### src/rtl/gjfd_ram.sv
// generic single-port ram with registered read
module gjfd_ram #(
  parameter int unsigned Width = 8,
  parameter int unsigned Depth = 16
) (
  input  logic                     clk_i,
  input  logic                     we_i,
  input  logic [$clog2(Depth)-1:0] addr_i,
  input  logic [Width-1:0]         wdata_i,
  output logic [Width-1:0]         rdata_o
);
  logic [Width-1:0] mem_q [Depth];
  always_ff @(posedge clk_i) begin
    if (we_i) begin
      mem_q[addr_i] <= wdata_i;
    end
    rdata_o <= mem_q[addr_i];
  end
endmodule

### config.mk
export PLATFORM = sky130hd
export DESIGN_NAME = gjfd_ram
export DESIGN_NICKNAME = d
export VERILOG_FILES = /design/src/rtl/gjfd_ram.sv
export SDC_FILE = /design/constraint.sdc
export NUM_CORES = 1
export LEC_CHECK = 0
export ABC_CLOCK_PERIOD_IN_PS = 1800
export BUFFER_PORTS_ARGS = -buffer_cell sky130_fd_sc_hd__buf_2
export CORE_ASPECT_RATIO = 1.75
export CORE_MARGIN = 2
export CORE_UTILIZATION = 54
export CTS_BUF_LIST = sky130_fd_sc_hd__clkbuf_16
export CTS_CLUSTER_DIAMETER = 120
export CTS_CLUSTER_SIZE = 28
export DETAILED_ROUTE_END_ITERATION = 7
export HOLD_SLACK_MARGIN = 0.06
export PLACE_DENSITY = 0.74
export SLEW_MARGIN = 15
export SYNTH_ARGS = -nofsm -noshare
export SYNTH_HDL_FRONTEND = slang
export SYNTH_SLANG_ARGS = --single-unit
### constraint.sdc
create_clock -name clk_i -period 1.8 [get_ports clk_i]
set_input_delay 0.36 -clock clk_i [delete_from_list [all_inputs] [get_ports clk_i]]
set_output_delay 0.36 -clock clk_i [all_outputs]
set_load 0.02 [all_outputs]
==> impl_metrics.ini <==
[run_status]
outcome = finished clean

[clocking]
cts_resized = 0
cts_setup_buffers = 0
ctsHoldBuffers = 0
cts_buffers = 17
clock-sinks = 136
insertion_delay_ps = 410
h-tree-depth = 4
clock-root-buffer = clkbuf_16
cts_buffer_depth = 2
clk_pin_slew_ps = 60
cts_tree = done

[floorplanning]
die-area_um2 = 10200
start_util_pct = 55.7
die_h_um = 132
io-pin-count = 22
design.core.area_um2 = 9090
die_w_um = 77.2
row_count = 46

[synth]
synth_warnings = 0
syn_area_um2 = 5070
synth_top_area_share_pct = 75.9
synth_fp_nets = 244
ys_ff_latch = 136
ys_types = 18
netlist_instances = 230
synth_area_leaders = edfxtp_1, mux4_2, dfxtp_1, a22oi_1, nor2_1
syn_avg_cell_area_um2 = 22.0
synth.yosys.seq_area_share_pct = 79.0
yosysTopAreaCell = edfxtp_1

[critical_path]
critPathMaxFanout = 1
cp.arrival_ps = 1630
worst_setup_path_end_kind = register
startpoint_type = register
worst_path_largest_cell_delay_ps = 480
critical_path_class = reg2reg
worstPathCellList = mux4_2, a22oi_1, nand2_1
required_ps = 2090
cp_slowest_cell = mux4_2

[power]
max-vdd-ir-drop_mv = 0.803
p_leak_nw = 2.04
finalPower_w = 0.00738
p_per_area_nw_per_um2 = 1210

[routing]
wl_per_cell_um = 22.6
vias = 2372
vias_per_cell = 5.70
routed_wirelength_um = 9420
ant_nets = 0
drc_errors = 0
firstDrtPassIters = 4
drtIter0Drc = 188

[timing]
fmax_mhz = 746
drv_slew = 0
rsz0062_at_grt = false
report.final.setup_viol = 0
tightest_slew_ps = 389
relSlewSlack_pct = 74.0
period_share_pct = 74.4
setup_tns_ps = 0
hold_viol = 0
fin_skew_ps = 3.99
min_period_ps = 1340

[layout]
finish.net_count = 297
diodes = 0
layout-drive-gt1-share_pct = 37.2
final_util_pct = 67.1
finish.instance_area_um2 = 6100
syn2layout_area_growth_pct = 20.4

[grt]
grt_antenna_before_repair = 0
grt_pass1_wl_um = 14700
grt_max_degree = 40
first_global_vias = 2551
grt_overflow_total = 0
track_usage_pct = 20.6

[place]
dp_hpwl_um = 6170
dpl_cell_area_um2 = 5500
port_buffers = 21
gp_congestion = 0.750

[flow_run]
maxCapViolCount = 0

[worst_hold_path]
hold_class = in2reg
## per-stage QoR
step                worst slack [ps]  instances  hold WS, ps
floorplan                       1.89        230          459
global placement                77.8        384          657
detailed placement              66.5        384          664
CTS                              438        416          315
global route                     362        416          332
finish                           460        416          329
## synthesized netlist by cell type
master and count:
nor2_1 13, nand2_1 9, mux4_2 32, nor3_1 4, buf_1 4, buf_2 2, clkbuf_1 2, nor2b_1 2
buf_6 2, and2_1 1, nand3b_1 2, a22oi_1 16, nand2b_1 2, dfxtp_1 8, clkbuf_2 1, edfxtp_1 128
nand3_1 1, or3b_2 1
## critical path, delay by kind of cell (launching register included)
family	cells	cell delay, ps
AO/OA/AOI/OAI	1	240
AND/OR/NAND/NOR	1	100
multiplexers	1	480
flip-flops	1	390
## kinds of logic (layout without fill, tap and decap cells)
logic type	Yosys count	after routing	synth area share (%)
flops	136	136	79.0
compound gates	16	16	2.37
simple gates	35	35	3.21
mux	32	32	14.2
buf+inv	11	77	1.19
## flip-flops by register name, indices dropped and copies added (netlist names)
name / flops
mem_q: 128
rdata_o: 8
## final timing paths
path / from / depth (start not counted) / to / slack (ps)
setup / recovery: mem_q[11][4] / 3 / rdata_o[4] / 460
hold / removal: wdata_i[1] / 1 / mem_q[1][1] / 330
setup reg to reg: mem_q[11][4] / 3 / rdata_o[4] / 460
hold reg to reg: mem_q[12][6] / 3 / rdata_o[6] / 670
## cell type report
type / count / area, um2
clock buffer: 17 / 425
clock inverter: 15 / 179
fill: 618 / 2990
multi-input combinational: 83 / 1010
sequential: 136 / 4000
tap: 120 / 150
timing repair buffer: 45 / 335
## cells in the final DEF (no fill, tap or decap)
| master | count |
|---|---|
| edfxtp_1 | 128 |
| mux4_2 | 32 |
| buf_2 | 21 |
| buf_4 | 20 |
| clkbuf_16 | 17 |
| a22oi_1 | 16 |
| nor2_1 | 13 |
| nand2_1 | 9 |
| dfxtp_1 | 8 |
| clkinvlp_4 | 6 |
| buf_12 | 4 |
| nor3_1 | 3 |
| bufinv_16 | 3 |
| clkinv_4 | 3 |
| nor2b_1 | 2 |
| nand3b_1 | 2 |
| nand2b_1 | 2 |
| and2_1 | 1 |
| nand3_1 | 1 |
| or3b_2 | 1 |
| nor3_2 | 1 |
| clkinv_2 | 1 |
| inv_6 | 1 |
| clkinv_1 | 1 |
## power by group
| part | leakage [nW] | total (W) | internal [W] | switching (W) |
|---|---|---|---|---|
| clock | 0.275 | 0.00345 | 0.00217 | 0.00128 |
| sequential | 1.22 | 0.00356 | 0.00354 | 0.0000189 |
| combinational | 0.539 | 0.000366 | 0.000156 | 0.000210 |
## routing by layer
layer | share of wire [%] | up-vias | GRT usage (%)
met5 | 0 | - | 0
met4 | 1.5 | 0 | 8.93
met3 | 3.8 | 13 | 5.48
met2 | 58 | 61 | 36.3
met1 | 37 | 1231 | 23.4
li1 | - | 1067 | -
Power figures use the tool's default switching activity.
