File: src/rtl/gjfd_pkg.sv
// shared types and constants for the grid jacobian unit
package gjfd_pkg;

  localparam int unsigned DefMaxX = 16;
  localparam int unsigned DefMaxY = 16;
  localparam int unsigned DefMaxZ = 16;

  localparam int unsigned PosW   = 4;
  localparam int unsigned CompW  = 24;
  localparam int unsigned DerW   = 32;
  localparam int unsigned SizeW  = 5;
  localparam int unsigned SpaceW = 32;
  localparam int unsigned CfgIdxW = 3;
  localparam int unsigned CfgDataW = 32;
  localparam int unsigned VecW   = 3 * CompW;

  localparam logic [CfgIdxW-1:0] RegSizeX  = 3'd0;
  localparam logic [CfgIdxW-1:0] RegSizeY  = 3'd1;
  localparam logic [CfgIdxW-1:0] RegSizeZ  = 3'd2;
  localparam logic [CfgIdxW-1:0] RegSpaceX = 3'd3;
  localparam logic [CfgIdxW-1:0] RegSpaceY = 3'd4;
  localparam logic [CfgIdxW-1:0] RegSpaceZ = 3'd5;

  localparam logic CmdStore = 1'b0;
  localparam logic CmdQuery = 1'b1;

  typedef struct packed {
    logic                    cmd;
    logic [PosW-1:0]         pos_x;
    logic [PosW-1:0]         pos_y;
    logic [PosW-1:0]         pos_z;
    logic signed [CompW-1:0] comp_x;
    logic signed [CompW-1:0] comp_y;
    logic signed [CompW-1:0] comp_z;
  } req_t;

  typedef struct packed {
    logic signed [DerW-1:0] dx_vx;
    logic signed [DerW-1:0] dx_vy;
    logic signed [DerW-1:0] dx_vz;
    logic signed [DerW-1:0] dy_vx;
    logic signed [DerW-1:0] dy_vy;
    logic signed [DerW-1:0] dy_vz;
    logic signed [DerW-1:0] dz_vx;
    logic signed [DerW-1:0] dz_vy;
    logic signed [DerW-1:0] dz_vz;
    logic                   bad_index;
  } rsp_t;

  // command from sequencer to the derivative datapath
  typedef struct packed {
    logic        load_hi;
    logic        load_lo;
    logic        zero;
    logic        half;
    logic [1:0]  axis;
    logic        store;
  } dp_ctl_t;

endpackage

File: src/rtl/gjfd_scale.sv
// difference times reciprocal spacing, halved for a central difference, rounded and saturated, one component
module gjfd_scale (
  input  logic                             clk_i,
  input  logic signed [gjfd_pkg::CompW-1:0] hi_i,
  input  logic signed [gjfd_pkg::CompW-1:0] lo_i,
  input  logic [gjfd_pkg::SpaceW-1:0]       inv_i,
  input  logic                              half_i,
  output logic signed [gjfd_pkg::DerW-1:0]  res_o
);
  import gjfd_pkg::*;
  localparam int unsigned DiffW = CompW + 1;
  localparam int unsigned ProdW = DiffW + SpaceW + 1;

  logic signed [DiffW-1:0] diff;
  logic signed [ProdW-1:0] prod_d, prod_q, rnd;
  logic half_q;
  logic signed [ProdW-1:0] shd;
  logic signed [DerW-1:0]  sat;

  assign diff   = DiffW'(hi_i) - DiffW'(lo_i);
  assign prod_d = ProdW'(diff) * $signed({1'b0, inv_i});

  always_ff @(posedge clk_i) begin
    prod_q <= prod_d;
    half_q <= half_i;
  end

  // round to nearest, ties up: add half then floor shift
  assign rnd = half_q ? prod_q + ProdW'(65536) : prod_q + ProdW'(32768);
  assign shd = half_q ? (rnd >>> 17) : (rnd >>> 16);

  always_comb begin
    if (shd > ProdW'(64'sh7FFF_FFFF)) begin
      sat = 32'sh7FFF_FFFF;
    end else if (shd < -ProdW'(64'sh8000_0000)) begin
      sat = -32'sh8000_0000;
    end else begin
      sat = shd[DerW-1:0];
    end
  end

  assign res_o = sat;
endmodule

File: config.mk
export PLATFORM = sky130hd
export DESIGN_NAME = gjfd_scale
export DESIGN_NICKNAME = d
export VERILOG_FILES = /design/src/rtl/gjfd_pkg.sv /design/src/rtl/gjfd_scale.sv
export SDC_FILE = /design/constraint.sdc
export NUM_CORES = 2
export LEC_CHECK = 0
export ABC_AREA = 0
export BUFFER_PORTS_ARGS = -buffer_cell sky130_fd_sc_hd__buf_4
export CAP_MARGIN = 15
export CORE_MARGIN = 1.5
export CORE_UTILIZATION = 65
export DETAILED_ROUTE_END_ITERATION = 7
export PLACE_DENSITY = 0.83
export SLEW_MARGIN = 20
export SYNTH_ARGS = -nofsm -noshare
export SYNTH_HDL_FRONTEND = slang
export SYNTH_SLANG_ARGS = --single-unit
File: constraint.sdc
create_clock -name clk_i -period 15.6 [get_ports clk_i]
set_input_delay 0.78 -clock clk_i [delete_from_list [all_inputs] [get_ports clk_i]]
set_output_delay 0.78 -clock clk_i [all_outputs]
set_load 0.01 [all_outputs]
==> metrics.txt <==
RSZ-0062 raised after global routing false; minimum clock period 10.66 ns; ratio of cells with drive above 1 in the final layout under 10%; hold crit path type primary input to flip-flop; status finished with violations; worst slew pin tran 1.168 ns; Max Freq 93.81 MHz; crit-path most repeated cell fa_1; CTS tree done; Clk pin slew, worst setup/hold paths 0.07 ns; Detail Placement HPWL 60560 µm; synthesized cell area roughly 0.031 mm²; I/O pin count about 110; wire length per cell 19.39 µm; first-pass GRT wire length between 100000 and 150000 µm; PnR worst setup slack 4.941 ns; CP arrival 10.82 ns; post-synth net total 4643; Yosys top cell area share 44.56%; ys async rst share 0%; Vias/cell 5.901; Mapped Cells roughly 3600; Post-synth EDFFs 0; dpl ws 4.763 ns; Final period util 68.33%; post-cts gate resize count 0; TritonCTS buffer count 5; synthesis-to-layout area growth 4.561%; DRT iter0 DRCs ~2200; ant diodes 0; startpoint types primary input; largest area contributor in the netlist fa_1; Inst Count DP between 4000 and 5000; hold slack just under 0.6 ns; slowest cell on the critical path a31oi_4; Required @ worst endpoint 15.76 ns; die height 220.9 µm; syn_area_per_cell 8.514 µm²; count leader, synth inv_1; Crit path largest cell delay 0.93 ns; # nets final 4577; setup TNS 0 ns; max cap viols 0; DR vias 24588; cts-stage hold buffer count 0; synthesis-stage register bit count 44; number of H-tree levels 2; Die Wd around 220 µm; Max clock buf depth 2; Final ANT Viol Nets 0; failing checks design-rule violations; Max Slew Vio Count 0; DRT Pass-1 Iters 8; antenna violations before repair 0; top post-synthesis cells by area fa_1 45%, ha_1 10%, inv_1 9.1%; gp weighted congestion between 0.9 and 1; worst rel slew slack 22.16%; CP Class primary input to flip-flop; Yosys cell types 69; ys flop type dfxtp_1; Synthesis Warnings 0; DRC Markers 2; maximum number of pins on one net before global-route repair 77; endpoint type of the worst setup path flip-flop; Final Hold Fails 0; most frequent cells after synthesis 748 x inv_1, 687 x fa_1, 626 x nand2_1, 249 x ha_1, 203 x clkbuf_1; CP max FO 34; vias in the first global route 25803; count of input and output buffers ~110; initial core utilization 66.15%; # setup viols final 0; clk sinks 44; final wirelength around 80000 µm; clk root buf clkbuf_16; Die ar. just under 0.05 mm²; Non-Filler Instances around 4200; GRT overflow 0; number of cell rows 79; Seq/Total Area, Yosys 2.854%; gr usage total 34.16%; Setup Fix Bufs, Post-CTS 0; core box area 0.04665 mm²
==> placed cells by master, fill, tap and decap left out, types with 7 or more instances in the layout <==
cell type  count
mux2i_1       56
nor3_1        28
nand2b_1     106
xnor2_2       11
o21bai_1       9
nor2b_1       71
or2_2         18
buf_4        141
or3_1          7
inv_1        748
nand3_1       23
mux2_2        51
and3_1        15
xnor2_1       46
nand4_1       22
a31oi_1       14
nor2_1        93
a21oi_1       75
o21ai_0       56
and2_1       178
o31ai_1        8
fa_1         687
ha_1         246
a211oi_1      10
nand2_1      626
dfxtp_1       43
xor2_1        30
a21o_1        27
==> sequential cells by signal, indices dropped and copies added, names as in the netlist <==
name,cells
half_q,1
prod_q,43
==> per-layer routing <==
layer,GRT usage (%),part of all wire [%],up-vias
met1,45.55,38,12262
met4,12.81,4.2,0
met2,56.04,47,1361
met5,0,0,-
met3,6.241,11,238
li1,-,-,10727
==> layout make-up <==
class	count	area, µm²
Clock buffer	6	138.9
Clock inverter	2	38.79
Fill cell	3577	14380
Inverter	750	2815
Multi-Input combinational cell	2617	26580
Sequential cell	44	882.1
Tap cell	607	759.5
Timing Repair Buffer	141	1059
==> final timing paths <==
| path | startpoint | endpoint | cells after the start |
|---|---|---|---|
| setup / recovery | hi_i[0] | prod_q[51]$_DFF_P_ | 33 |
| hold / removal | half_i | half_q$_DFF_P_ | 1 |
==> through the flow <==
stage	utilization, %	cell area [µm²]
3_3_place_gp	68.75	32070
6_report	69.17	32270
5_1_grt	69.17	32270
2_1_floorplan	-	30860
4_1_cts	69.13	32250
3_5_place_dp	68.75	32070
==> critical path, delay by kind of cell <==
kind,cells,cell delay [ns]
XOR/XNOR,1,0.16
AND/OR/NAND/NOR,7,1.69
buffers and inverters,6,0.32
adder cells (fa/ha/maj),10,4.70
AO/OA/AOI/OAI,9,3.15
==> cell families after synthesis <==
kind of cell / synth area share [%]
compound gates: 5.550
fa+ha+maj: 54.66
flops: 2.854
mux: 3.677
buf+inv: 11.76
xor+xnor: 2.611
simple gates: 18.89
Power is left out: the tool's default activity adds up to more than one toggle a clock period on the data nets, which glitch-free logic cannot reach.
